## src/rtl/core/stsmc_pkg.sv

```systemverilog
// Shared constants and register codes for the super-twisting controller.
`default_nettype none
package stsmc_pkg;

   localparam int unsigned DATA_W    = 32;
   localparam int unsigned PERIOD_W  = 31;
   localparam int unsigned ADDR_W    = 5;
   localparam int unsigned DIVD_W    = 49;
   localparam int unsigned RAD_W     = 48;
   localparam int unsigned ROOT_W    = RAD_W / 2;

   localparam logic [DATA_W-1:0]   RST_SLOPE     = 32'd65536;
   localparam logic [DATA_W-1:0]   RST_ROOT_GAIN = 32'd65536;
   localparam logic [DATA_W-1:0]   RST_SIGN_GAIN = 32'd131072;
   localparam logic [PERIOD_W-1:0] RST_PERIOD    = 31'd66;
   localparam logic [DATA_W-1:0]   RST_LOW_LIM   = 32'hFF9C_0000;
   localparam logic [DATA_W-1:0]   RST_HIGH_LIM  = 32'h0064_0000;
   localparam logic [PERIOD_W-1:0] FALLBACK_PERIOD = 31'd66;
   localparam logic [PERIOD_W-1:0] Q_ONE         = 31'd65536;

   typedef enum logic [2:0] {
      REG_SLOPE     = 3'd0,
      REG_ROOT_GAIN = 3'd1,
      REG_SIGN_GAIN = 3'd2,
      REG_PERIOD    = 3'd3,
      REG_LOW_LIM   = 3'd4,
      REG_HIGH_LIM  = 3'd5,
      REG_VEL_MODE  = 3'd6
   } reg_index_type;

endpackage
`default_nettype wire

```

## src/rtl/core/stsmc_if.sv

```systemverilog
// Request and response channel interfaces of the super-twisting controller.
`default_nettype none
interface stsmc_req_if;
   logic               valid;
   logic               ready;
   logic signed [31:0] reference;
   logic signed [31:0] measurement;
   logic signed [31:0] velocity;
   modport source (output valid, reference, measurement, velocity, input ready);
   modport sink   (input valid, reference, measurement, velocity, output ready);
endinterface

interface stsmc_rsp_if;
   logic               valid;
   logic               ready;
   logic signed [31:0] control;
   logic signed [31:0] sliding_surface;
   modport source (output valid, control, sliding_surface, input ready);
   modport sink   (input valid, control, sliding_surface, output ready);
endinterface
`default_nettype wire

```

## src/rtl/core/stsmc_div.sv

```systemverilog
// Restoring divider, one quotient bit per cycle.
`default_nettype none
module stsmc_div (
   input  wire logic                          clock,
   input  wire logic                          reset,
   input  wire logic                          start,
   input  wire logic [stsmc_pkg::DIVD_W-1:0]   dividend,
   input  wire logic [stsmc_pkg::PERIOD_W-1:0] divisor,
   output logic                               done,
   output logic [stsmc_pkg::DIVD_W-1:0]        quotient
);
   import stsmc_pkg::*;

   logic                  busy_ff, done_ff;
   logic [5:0]            cnt_ff;
   logic [PERIOD_W-1:0]   rem_ff, rem_in, div_ff;
   logic [DIVD_W-1:0]     quo_ff;
   logic [PERIOD_W:0]     trial;
   logic                  ge;

   always_comb begin
      trial  = {rem_ff, quo_ff[DIVD_W-1]};
      ge     = trial >= {1'b0, div_ff};
      rem_in = ge ? PERIOD_W'(trial - {1'b0, div_ff}) : trial[PERIOD_W-1:0];
   end

   always_ff @(posedge clock) begin
      if (reset) begin
         busy_ff <= 1'b0;
         done_ff <= 1'b0;
         cnt_ff  <= '0;
      end else begin
         done_ff <= 1'b0;
         if (start) begin
            busy_ff <= 1'b1;
            cnt_ff  <= 6'(DIVD_W - 1);
         end else if (busy_ff) begin
            cnt_ff <= cnt_ff - 6'd1;
            if (cnt_ff == 6'd0) begin
               busy_ff <= 1'b0;
               done_ff <= 1'b1;
            end
         end
      end
   end

   always_ff @(posedge clock) begin
      if (start) begin
         rem_ff <= '0;
         quo_ff <= dividend;
         div_ff <= divisor;
      end else if (busy_ff) begin
         rem_ff <= rem_in;
         quo_ff <= {quo_ff[DIVD_W-2:0], ge};
      end
   end

   assign done     = done_ff;
   assign quotient = quo_ff;
endmodule
`default_nettype wire

```

## src/rtl/core/stsmc_sqrt.sv

```systemverilog
// Floored integer square root, one result bit per cycle.
`default_nettype none
module stsmc_sqrt (
   input  wire logic                        clock,
   input  wire logic                        reset,
   input  wire logic                        start,
   input  wire logic [stsmc_pkg::RAD_W-1:0]  radicand,
   output logic                             done,
   output logic [stsmc_pkg::ROOT_W-1:0]      root
);
   import stsmc_pkg::*;

   logic                 busy_ff, done_ff;
   logic [4:0]           cnt_ff;
   logic [RAD_W-1:0]     rad_ff;
   logic [ROOT_W+1:0]    rem_ff, rem_in;
   logic [ROOT_W-1:0]    root_ff;
   logic [ROOT_W+3:0]    remsh;
   logic [ROOT_W+1:0]    trial;
   logic                 ge;

   always_comb begin
      remsh  = {rem_ff, rad_ff[RAD_W-1:RAD_W-2]};
      trial  = {root_ff, 2'b01};
      ge     = remsh >= {2'b00, trial};
      rem_in = ge ? (ROOT_W+2)'(remsh - {2'b00, trial}) : remsh[ROOT_W+1:0];
   end

   always_ff @(posedge clock) begin
      if (reset) begin
         busy_ff <= 1'b0;
         done_ff <= 1'b0;
         cnt_ff  <= '0;
      end else begin
         done_ff <= 1'b0;
         if (start) begin
            busy_ff <= 1'b1;
            cnt_ff  <= 5'(ROOT_W - 1);
         end else if (busy_ff) begin
            cnt_ff <= cnt_ff - 5'd1;
            if (cnt_ff == 5'd0) begin
               busy_ff <= 1'b0;
               done_ff <= 1'b1;
            end
         end
      end
   end

   always_ff @(posedge clock) begin
      if (start) begin
         rad_ff  <= radicand;
         rem_ff  <= '0;
         root_ff <= '0;
      end else if (busy_ff) begin
         rad_ff  <= {rad_ff[RAD_W-3:0], 2'b00};
         rem_ff  <= rem_in;
         root_ff <= {root_ff[ROOT_W-2:0], ge};
      end
   end

   assign done = done_ff;
   assign root = root_ff;
endmodule
`default_nettype wire

```

## src/rtl/core/super_twisting_sliding_mode_control.sv

```systemverilog
// Top level of the super-twisting sliding mode controller.
// A request takes longer in difference mode, which waits on the divider,
// and is shortest when the surface is zero, which skips the square root.
// One request is handled at a time; the next is taken from the cycle in which
// the response is raised, after any stall on the response side.
// Reset (synchronous, active high) restores the register defaults and clears
// both integrators, the stored measurement and the response channel.
`default_nettype none
module super_twisting_sliding_mode_control (
   input  wire logic                          clock,
   input  wire logic                          reset,
   stsmc_req_if.sink                          req,
   stsmc_rsp_if.source                        rsp,
   input  wire logic                          psel,
   input  wire logic                          penable,
   input  wire logic                          pwrite,
   input  wire logic [stsmc_pkg::ADDR_W-1:0]  paddr,
   input  wire logic [stsmc_pkg::DATA_W-1:0]  pwdata,
   output logic [stsmc_pkg::DATA_W-1:0]       prdata,
   output logic                               pready
);
   import stsmc_pkg::*;

   // The sequencer walks one request through these steps. Every Q16.16
   // product goes through the three multiply states, which split the left
   // operand at bit 16 so that the shared multiplier stays 23 by 32 bits.
   typedef enum logic [3:0] {
      ST_IDLE, ST_DIV, ST_ERR, ST_MUL_LO, ST_MUL_HI, ST_MUL_SUM, ST_SURF,
      ST_SQRT, ST_ROOT, ST_RINT, ST_SINT, ST_OUT
   } state_type;

   typedef enum logic [1:0] {OP_SURF, OP_ROOT1, OP_ROOT2, OP_SIGN} op_type;

   function automatic logic signed [31:0] sat32(input logic signed [55:0] x);
      if (x > 56'sd2147483647)
         return 32'sh7FFF_FFFF;
      else if (x < -56'sd2147483648)
         return 32'sh8000_0000;
      else
         return x[31:0];
   endfunction

   // Configuration registers.
   logic [DATA_W-1:0]   slope_ff, root_gain_ff, sign_gain_ff, low_lim_ff, high_lim_ff;
   logic [PERIOD_W-1:0] period_ff;
   logic                vel_mode_ff;
   logic [2:0]          csr_index;
   logic                csr_write;

   // Controller state and datapath.
   state_type           state_ff;
   op_type              op_ff;
   logic signed [31:0]  root_int_ff, sign_int_ff, prev_meas_ff;
   logic signed [31:0]  ref_ff, meas_ff, vel_ff, s_ff;
   logic                neg_ff, diff_neg_ff;
   logic [38:0]         qa_ff;
   logic [31:0]         qb_ff;
   logic [54:0]         prod_ff, acc_ff;
   logic                rsp_valid_ff;
   logic signed [31:0]  control_ff, surface_ff;

   logic                req_accept;
   logic [22:0]         mul_a;
   logic [54:0]         mul_p;
   logic [PERIOD_W-1:0] dt_eff, lambda_eff;
   logic [32:0]         alpha_eff;
   logic signed [32:0]  diff, err_wide;
   logic [31:0]         diff_mag;
   logic signed [31:0]  err;
   logic [31:0]         err_mag, slope_mag, s_mag;
   logic signed [47:0]  term;
   logic signed [31:0]  s_next;
   logic [40:0]         root_inc;
   logic signed [31:0]  root_next, sign_next;
   logic signed [32:0]  sum;
   logic signed [31:0]  control_next;
   logic                div_start, div_done, sqrt_start, sqrt_done;
   logic [DIVD_W-1:0]   div_q;
   logic [ROOT_W-1:0]   sqrt_root;
   logic signed [31:0]  vel_derived;
   logic                rsp_free;

   // Configuration port: always ready, written in the access phase.
   assign pready    = 1'b1;
   assign csr_index = paddr[4:2];
   assign csr_write = psel && penable && pwrite;

   always_comb begin
      prdata = '0;
      unique case (csr_index)
         REG_SLOPE:     prdata = slope_ff;
         REG_ROOT_GAIN: prdata = root_gain_ff;
         REG_SIGN_GAIN: prdata = sign_gain_ff;
         REG_PERIOD:    prdata = {1'b0, period_ff};
         REG_LOW_LIM:   prdata = low_lim_ff;
         REG_HIGH_LIM:  prdata = high_lim_ff;
         REG_VEL_MODE:  prdata = {31'd0, vel_mode_ff};
         default:       prdata = '0;
      endcase
   end

   always_ff @(posedge clock) begin
      if (reset) begin
         slope_ff     <= RST_SLOPE;
         root_gain_ff <= RST_ROOT_GAIN;
         sign_gain_ff <= RST_SIGN_GAIN;
         period_ff    <= RST_PERIOD;
         low_lim_ff   <= RST_LOW_LIM;
         high_lim_ff  <= RST_HIGH_LIM;
         vel_mode_ff  <= 1'b0;
      end else if (csr_write) begin
         unique case (csr_index)
            REG_SLOPE:     slope_ff     <= pwdata;
            REG_ROOT_GAIN: root_gain_ff <= pwdata;
            REG_SIGN_GAIN: sign_gain_ff <= pwdata;
            REG_PERIOD:    period_ff    <= pwdata[PERIOD_W-1:0];
            REG_LOW_LIM:   low_lim_ff   <= pwdata;
            REG_HIGH_LIM:  high_lim_ff  <= pwdata;
            REG_VEL_MODE:  vel_mode_ff  <= pwdata[0];
            default:       ;
         endcase
      end
   end

   // Effective gains and period. In difference mode a zero period falls back
   // to roughly one millisecond; with the velocity input it is used as it is.
   always_comb begin
      dt_eff     = (vel_mode_ff && period_ff == '0) ? FALLBACK_PERIOD : period_ff;
      lambda_eff = ($signed(root_gain_ff) <= 32'sd0) ? Q_ONE : root_gain_ff[PERIOD_W-1:0];
      if ($signed(sign_gain_ff) <= $signed({1'b0, lambda_eff}))
         alpha_eff = {1'b0, lambda_eff, 1'b0};
      else
         alpha_eff = {1'b0, sign_gain_ff};
   end

   assign req.ready  = (state_ff == ST_IDLE);
   assign req_accept = req.valid && req.ready;

   // The difference of measurements is formed straight from the request so
   // that the divider can start on the accepting edge.
   assign diff      = 33'(req.measurement) - 33'(prev_meas_ff);
   assign diff_mag  = diff[32] ? 32'(-diff) : diff[31:0];
   assign div_start = req_accept && vel_mode_ff;

   stsmc_div u_div (
      .clock    (clock),
      .reset    (reset),
      .start    (div_start),
      .dividend ({1'b0, diff_mag, 16'd0}),
      .divisor  (dt_eff),
      .done     (div_done),
      .quotient (div_q)
   );

   // Any quotient of 2^31 or more saturates the derived velocity.
   always_comb begin
      if (div_q[DIVD_W-1:31] != '0)
         vel_derived = diff_neg_ff ? 32'sh8000_0000 : 32'sh7FFF_FFFF;
      else
         vel_derived = diff_neg_ff ? -$signed(div_q[31:0]) : $signed(div_q[31:0]);
   end

   // Error and surface arithmetic.
   assign err_wide  = 33'(ref_ff) - 33'(meas_ff);
   assign err       = sat32(56'(err_wide));
   assign err_mag   = err[31] ? 32'(-err) : err;
   assign slope_mag = slope_ff[31] ? 32'(-$signed(slope_ff)) : slope_ff;
   assign term      = neg_ff ? -$signed({1'b0, acc_ff[46:0]}) : $signed({1'b0, acc_ff[46:0]});
   assign s_next    = sat32(56'(term) - 56'(vel_ff));
   assign s_mag     = s_next[31] ? 32'(-s_next) : s_next;
   assign sqrt_start = (state_ff == ST_SURF) && (s_next != 32'sd0);

   stsmc_sqrt u_sqrt (
      .clock    (clock),
      .reset    (reset),
      .start    (sqrt_start),
      .radicand ({s_mag, 16'd0}),
      .done     (sqrt_done),
      .root     (sqrt_root)
   );

   // Shared multiplier: low half of the left operand first, then the high half.
   assign mul_a = (state_ff == ST_MUL_LO) ? {7'd0, qa_ff[15:0]} : qa_ff[38:16];
   assign mul_p = 55'(mul_a) * 55'(qb_ff);

   // Integrator steps move against the sign of the surface.
   always_comb begin
      root_inc  = (acc_ff > 55'(41'h100_0000_0000)) ? 41'h100_0000_0000 : acc_ff[40:0];
      root_next = s_ff[31] ? sat32(56'(root_int_ff) + 56'(root_inc))
                           : sat32(56'(root_int_ff) - 56'(root_inc));
      sign_next = s_ff[31] ? sat32(56'(sign_int_ff) + 56'(acc_ff[48:0]))
                           : sat32(56'(sign_int_ff) - 56'(acc_ff[48:0]));
   end

   // With crossed limits the low test wins, as the clamp is applied in order.
   always_comb begin
      sum = 33'(root_int_ff) + 33'(sign_int_ff);
      if (sum < 33'($signed(low_lim_ff)))
         control_next = $signed(low_lim_ff);
      else if (sum > 33'($signed(high_lim_ff)))
         control_next = $signed(high_lim_ff);
      else
         control_next = sum[31:0];
   end

   assign rsp_free = !rsp_valid_ff || rsp.ready;

   always_ff @(posedge clock) begin
      if (reset) begin
         state_ff     <= ST_IDLE;
         op_ff        <= OP_SURF;
         root_int_ff  <= '0;
         sign_int_ff  <= '0;
         prev_meas_ff <= '0;
         rsp_valid_ff <= 1'b0;
      end else begin
         // A new response is raised as the old one leaves, or the slot empties.
         if (state_ff == ST_OUT && rsp_free)
            rsp_valid_ff <= 1'b1;
         else if (rsp.ready)
            rsp_valid_ff <= 1'b0;
         unique case (state_ff)
            ST_IDLE: begin
               if (req_accept) begin
                  ref_ff      <= req.reference;
                  meas_ff     <= req.measurement;
                  vel_ff      <= req.velocity;
                  diff_neg_ff <= diff[32];
                  if (vel_mode_ff) begin
                     prev_meas_ff <= req.measurement;
                     state_ff     <= ST_DIV;
                  end else begin
                     state_ff <= ST_ERR;
                  end
               end
            end
            ST_DIV: begin
               if (div_done) begin
                  vel_ff   <= vel_derived;
                  state_ff <= ST_ERR;
               end
            end
            ST_ERR: begin
               qa_ff    <= 39'(slope_mag);
               qb_ff    <= err_mag;
               neg_ff   <= slope_ff[31] ^ err[31];
               op_ff    <= OP_SURF;
               state_ff <= ST_MUL_LO;
            end
            ST_MUL_LO: begin
               prod_ff  <= mul_p;
               state_ff <= ST_MUL_HI;
            end
            ST_MUL_HI: begin
               acc_ff   <= prod_ff >> 16;
               prod_ff  <= mul_p;
               state_ff <= ST_MUL_SUM;
            end
            ST_MUL_SUM: begin
               acc_ff <= acc_ff + prod_ff;
               unique case (op_ff)
                  OP_SURF:  state_ff <= ST_SURF;
                  OP_ROOT1: state_ff <= ST_ROOT;
                  OP_ROOT2: state_ff <= ST_RINT;
                  OP_SIGN:  state_ff <= ST_SINT;
                  default:  state_ff <= ST_IDLE;
               endcase
            end
            ST_SURF: begin
               // A zero surface leaves both integrators where they are.
               s_ff     <= s_next;
               state_ff <= (s_next == 32'sd0) ? ST_OUT : ST_SQRT;
            end
            ST_SQRT: begin
               if (sqrt_done) begin
                  qa_ff    <= 39'(lambda_eff);
                  qb_ff    <= 32'(sqrt_root);
                  op_ff    <= OP_ROOT1;
                  state_ff <= ST_MUL_LO;
               end
            end
            ST_ROOT: begin
               qa_ff    <= acc_ff[38:0];
               qb_ff    <= 32'(dt_eff);
               op_ff    <= OP_ROOT2;
               state_ff <= ST_MUL_LO;
            end
            ST_RINT: begin
               root_int_ff <= root_next;
               qa_ff       <= 39'(alpha_eff);
               qb_ff       <= 32'(dt_eff);
               op_ff       <= OP_SIGN;
               state_ff    <= ST_MUL_LO;
            end
            ST_SINT: begin
               sign_int_ff <= sign_next;
               state_ff    <= ST_OUT;
            end
            ST_OUT: begin
               if (rsp_free) begin
                  control_ff <= control_next;
                  surface_ff <= s_ff;
                  state_ff   <= ST_IDLE;
               end
            end
            default: state_ff <= ST_IDLE;
         endcase
      end
   end

   assign rsp.valid           = rsp_valid_ff;
   assign rsp.control         = control_ff;
   assign rsp.sliding_surface = surface_ff;

`ifndef SYNTHESIS
   // A request is only taken when the sequencer is idle, and it moves on.
   assert property (@(posedge clock) disable iff (reset)
      req_accept |=> state_ff != ST_IDLE)
      else $error("sequencer stayed idle after taking a request");

   // The divider only reports completion while the sequencer waits for it.
   assert property (@(posedge clock) disable iff (reset)
      div_done |-> state_ff == ST_DIV)
      else $error("divider finished outside its wait state");

   // A zero surface skips both integrator updates.
   assert property (@(posedge clock) disable iff (reset)
      (state_ff == ST_SURF && s_next == 32'sd0) |=>
         state_ff == ST_OUT && $stable(root_int_ff) && $stable(sign_int_ff))
      else $error("integrators moved on a zero surface");

   // The square-root unit only finishes while the sequencer waits for it.
   assert property (@(posedge clock) disable iff (reset)
      sqrt_done |-> state_ff == ST_SQRT)
      else $error("square root finished outside its wait state");
`endif

endmodule
`default_nettype wire

```

## src/flat_wrapper.sv

```systemverilog
// flat-port wrapper written by rule: the top's interface ports become plain ports
module super_twisting_sliding_mode_control_flat import stsmc_pkg::*;
  (clock, reset, psel, penable, pwrite, paddr, pwdata, prdata, pready, req_valid, req_reference, req_measurement, req_velocity, req_ready, rsp_valid, rsp_control, rsp_sliding_surface, rsp_ready);
  stsmc_req_if req_i ();
  stsmc_rsp_if rsp_i ();
  input  wire logic clock;
  input  wire logic reset;
  input  wire logic psel;
  input  wire logic penable;
  input  wire logic pwrite;
  input  wire logic [stsmc_pkg::ADDR_W-1:0] paddr;
  input  wire logic [stsmc_pkg::DATA_W-1:0] pwdata;
  output logic [stsmc_pkg::DATA_W-1:0] prdata;
  output logic pready;
  input wire logic [$bits(req_i.valid)-1:0] req_valid;
  input wire logic [$bits(req_i.reference)-1:0] req_reference;
  input wire logic [$bits(req_i.measurement)-1:0] req_measurement;
  input wire logic [$bits(req_i.velocity)-1:0] req_velocity;
  output wire logic [$bits(req_i.ready)-1:0] req_ready;
  output wire logic [$bits(rsp_i.valid)-1:0] rsp_valid;
  output wire logic [$bits(rsp_i.control)-1:0] rsp_control;
  output wire logic [$bits(rsp_i.sliding_surface)-1:0] rsp_sliding_surface;
  input wire logic [$bits(rsp_i.ready)-1:0] rsp_ready;
  assign req_i.valid = req_valid;
  assign req_i.reference = req_reference;
  assign req_i.measurement = req_measurement;
  assign req_i.velocity = req_velocity;
  assign req_ready = req_i.ready;
  assign rsp_valid = rsp_i.valid;
  assign rsp_control = rsp_i.control;
  assign rsp_sliding_surface = rsp_i.sliding_surface;
  assign rsp_i.ready = rsp_ready;
  super_twisting_sliding_mode_control u_core (.clock(clock), .reset(reset), .req(req_i), .rsp(rsp_i), .psel(psel), .penable(penable), .pwrite(pwrite), .paddr(paddr), .pwdata(pwdata), .prdata(prdata), .pready(pready));
endmodule
```

## config.mk

```make
export PLATFORM = sky130hd
export DESIGN_NAME = super_twisting_sliding_mode_control_flat
export DESIGN_NICKNAME = d
export VERILOG_FILES = /design/src/rtl/core/stsmc_pkg.sv /design/src/rtl/core/stsmc_if.sv /design/src/rtl/core/stsmc_div.sv /design/src/rtl/core/stsmc_sqrt.sv /design/src/rtl/core/super_twisting_sliding_mode_control.sv /design/src/flat_wrapper.sv
export SDC_FILE = /design/constraint.sdc
export NUM_CORES = 2
export LEC_CHECK = 0
export BUFFER_PORTS_ARGS = -buffer_cell sky130_fd_sc_hd__buf_2
export CAP_MARGIN = 10
export CORE_UTILIZATION = 60
export DETAILED_ROUTE_END_ITERATION = 12
export PLACE_DENSITY = 0.77
export SYNTH_ARGS = -nofsm -noshare
export SYNTH_HDL_FRONTEND = slang
export SYNTH_SLANG_ARGS = --single-unit
```

## constraint.sdc

```tcl
create_clock -name clock -period 24.9 [get_ports clock]
set_clock_uncertainty 0.1 [all_clocks]
set_input_delay 2.49 -clock clock [delete_from_list [all_inputs] [get_ports clock]]
set_output_delay 2.49 -clock clock [all_outputs]
set_load 0.005 [all_outputs]
```

==> summary.txt <==
Max clock buf depth: 3
EDFF count, synth: 470
Post-synthesis adder-cell area fraction: 24.1%
Fmax: 87.5 MHz
Synth cell types: 114
Worst setup margin: 13480 ps
Slew Limit Headroom: 16.4%
Largest family of logic cells by synthesized area: adder cells
Die Area: 0.153 mm2
CP Capture Type: register
Die width: 391 um
Post-synthesis sequential area ratio: 24.5%
PostCTS Resize Cnt: 0
H-tree levels: 3
Wl on met1: 124000 um
Post-layout min period: 11420 ps
Net count after synthesis: 12500
Largest net degree at the start of global routing: 96
Seq cells post-synth: 878
PortBufs: 235
Critical Path RT: 25270 ps
Commonest non-fill, non-tap cell in the layout: nand2_1
Mean Syn Cell Area: 8.27 um2
Max Fanout on Critical Path: 49
CTS tree: done
Tcrit/Tclk final: 45.9%
GPL Wtd Cong: 1.04
Total gr overflow: 0
Worst-Margin Slew: 1250 ps
DP HPWL: 239000 um
Post-CTS setup buffers: 0
Clock-pin slew on the worst setup and hold paths: 60 ps
Ratio of cells with drive above 1 in the final layout: 6.69%
Gate Count Post-Synth: 11000
Ports: 239
Count of final setup violators: 0
Worst skew pair latency: 770 ps
Most frequent cells in the layout: nand2_1 (1605), inv_1 (1191), a21oi_1 (910)
Clock Sinks: 878
Routed Antenna Nets: 0
Top FF cell, synth: edfxtp_1
Multi-input logic area: 0.0620 mm2
Routed length on met3: 31400 um
Hold Violations, Final: 0
Ys async rst share: 0%
Remaining DRCs: 0
CP peak stage delay: 720 ps
Mux share of post-synthesis cell area: 1.62%
Sequential Area: 0.0223 mm2
First-pass GRT wire length: 471000 um
Final slew viol count: 0
Synth Area in Compound Gates: 19.2%
Clock Tree Root: clkbuf_16
Setup TNS: 0 ps
WP data arrival: 11790 ps
Routed WL: 311000 um
Slowest CP cell: inv_1
Vias: 82500
Number of buffers created by CTS: 103
CORE AREA: 0.150 mm2
Vias per cell: 6.34
RSZ-0062 raised after global routing: no
Crit-path leading delay family: simple AND/OR/NAND/NOR gates
Max-cap violations: 0
Hold Crit Class: register to register
Vias in the first global route: 79100
Initial Util: 60.5%
DR top layer: met5
Pre-antenna DRT Iters: 6
Pre-CTS setup slack: 13730 ps
Final hold slack: 318 ps
Synthesized area: 0.0908 mm2
Initial antenna violation count: 29
CP Buf/Inv Count: 4
Xor and xnor fraction of the mapped netlist area: 5.17%
Crit Path Category: register to register
Cell taking the most area after synthesis: edfxtp_1
Synth top area cells: edfxtp_1 (16%), fa_1 (14%), ha_1 (10%)
Post-CTS Hold Fix Bufs: 0
Simple-gate portion of the synthesized area: 17.8%
Met2 Wirelength: 136000 um
Yosys warnings: 0
Cell row count: 142
Status: complete, no violations
# nets final: 12400
CP most frequent cell: nor2_1
Type of origin of the critical path: register
GRT Overall Usage: 40.2%
Synth top area share: 15.5%
Iteration-0 DRC Markers: 8867
Fillcell total: 12900
Layout Area Growth over Synthesis: 7.10%
Wirelength per Cell: 23.9 um
DIE HEIGHT: 391 um
-- stage by stage --
step	area (um2)	utilization, %	instances
finish	97300	64.8	13000
global route	97300	64.8	13000
CTS	97200	64.8	13000
detailed placement	93800	62.4	12800
global placement	93800	62.4	12800
floorplan	90800	-	11000
-- flip-flops by register name, summed over array words and instances (netlist names), 32 cells and up --
signal                      flops
u_core.meas_ff                 32
u_core.u_sqrt.rad_ff           32
u_core.rsp.sliding_surface     32
u_core.sign_int_ff             32
u_core.low_lim_ff              32
u_core.vel_ff                  32
u_core.qb_ff                   32
u_core.root_int_ff             32
u_core.ref_ff                  32
u_core.rsp.control             32
u_core.s_ff                    32
u_core.sign_gain_ff            32
u_core.high_lim_ff             32
u_core.u_div.quotient          49
u_core.qa_ff                   39
u_core.prev_meas_ff            32
u_core.root_gain_ff            32
u_core.acc_ff                  55
u_core.slope_ff                32
u_core.prod_ff                 55
-- cell type report --
type / count / area share [%]
inverters: 1200 / 4.63
diodes: 14 / 0.0360
well taps: 2016 / 2.59
repair buffers: 402 / 2.51
flip-flops and latches: 878 / 22.9
clock inverters: 58 / 0.621
clock buffers: 138 / 2.97
multi-input cells: 8310 / 63.7
-- synth_stat cells (20+ instances only) --
| cell type | count |
|---|---|
| or4_1 | 30 |
| dfxtp_1 | 408 |
| a21o_1 | 198 |
| nand4_1 | 72 |
| a221o_1 | 22 |
| o22ai_1 | 36 |
| edfxtp_1 | 470 |
| o21ai_1 | 30 |
| o21bai_1 | 94 |
| buf_2 | 27 |
| ha_1 | 726 |
| or3_1 | 74 |
| clkbuf_1 | 534 |
| a31oi_1 | 86 |
| fa_1 | 637 |
| or2_2 | 33 |
| o21a_1 | 87 |
| o211ai_1 | 61 |
| a221oi_1 | 28 |
| and2_1 | 251 |
| and3_1 | 70 |
| nand2_1 | 1607 |
| nor3_1 | 190 |
| a22oi_1 | 124 |
| nor2_1 | 598 |
| o31ai_1 | 83 |
| mux2_2 | 23 |
| nand3_1 | 206 |
| mux2i_1 | 118 |
| nand3b_1 | 20 |
| inv_1 | 1191 |
| o21ai_0 | 578 |
| xnor2_1 | 378 |
| nand2b_1 | 83 |
| a21boi_0 | 33 |
| xor2_1 | 158 |
| nor2b_1 | 95 |
| a2111oi_0 | 29 |
| nor4_1 | 69 |
| a21oi_1 | 911 |
| o41ai_1 | 24 |
| a211oi_1 | 89 |
| a211o_1 | 35 |
-- cell families (layout without fill, tap and decap cells) --
group,Yosys count,after routing
AOI/OAI and AO/OA,2768,2768
xor gates and xnor gates,536,536
adders and majority gates,1369,1369
buffers and inverters,1791,1798
DFF,878,878
muxes,143,143
other,1,15
and+or+nand+nor,3493,3493
-- per-layer routing --
metal	up-vias	track usage, %
li1	37600	-
met3	825	7.45
met1	40000	53.6
met2	4127	61.8
met4	12	22.1
met5	-	0
-- worst paths after layout --
path                                  startpoint                        endpoint  slack (ps)  cells after the start
worst max-delay path            u_core.acc_ff[1]        u_core.u_sqrt.rad_ff[35]       13480                     28
worst min-delay path             u_core.s_ff[30]  u_core.rsp.sliding_surface[30]         320                      0
worst max register to register  u_core.acc_ff[1]        u_core.u_sqrt.rad_ff[35]       13480                     28
worst min register to register   u_core.s_ff[30]  u_core.rsp.sliding_surface[30]         320                      0
Power is left out: the tool's default activity adds up to more than one toggle a clock period on the data nets, which glitch-free logic cannot reach.
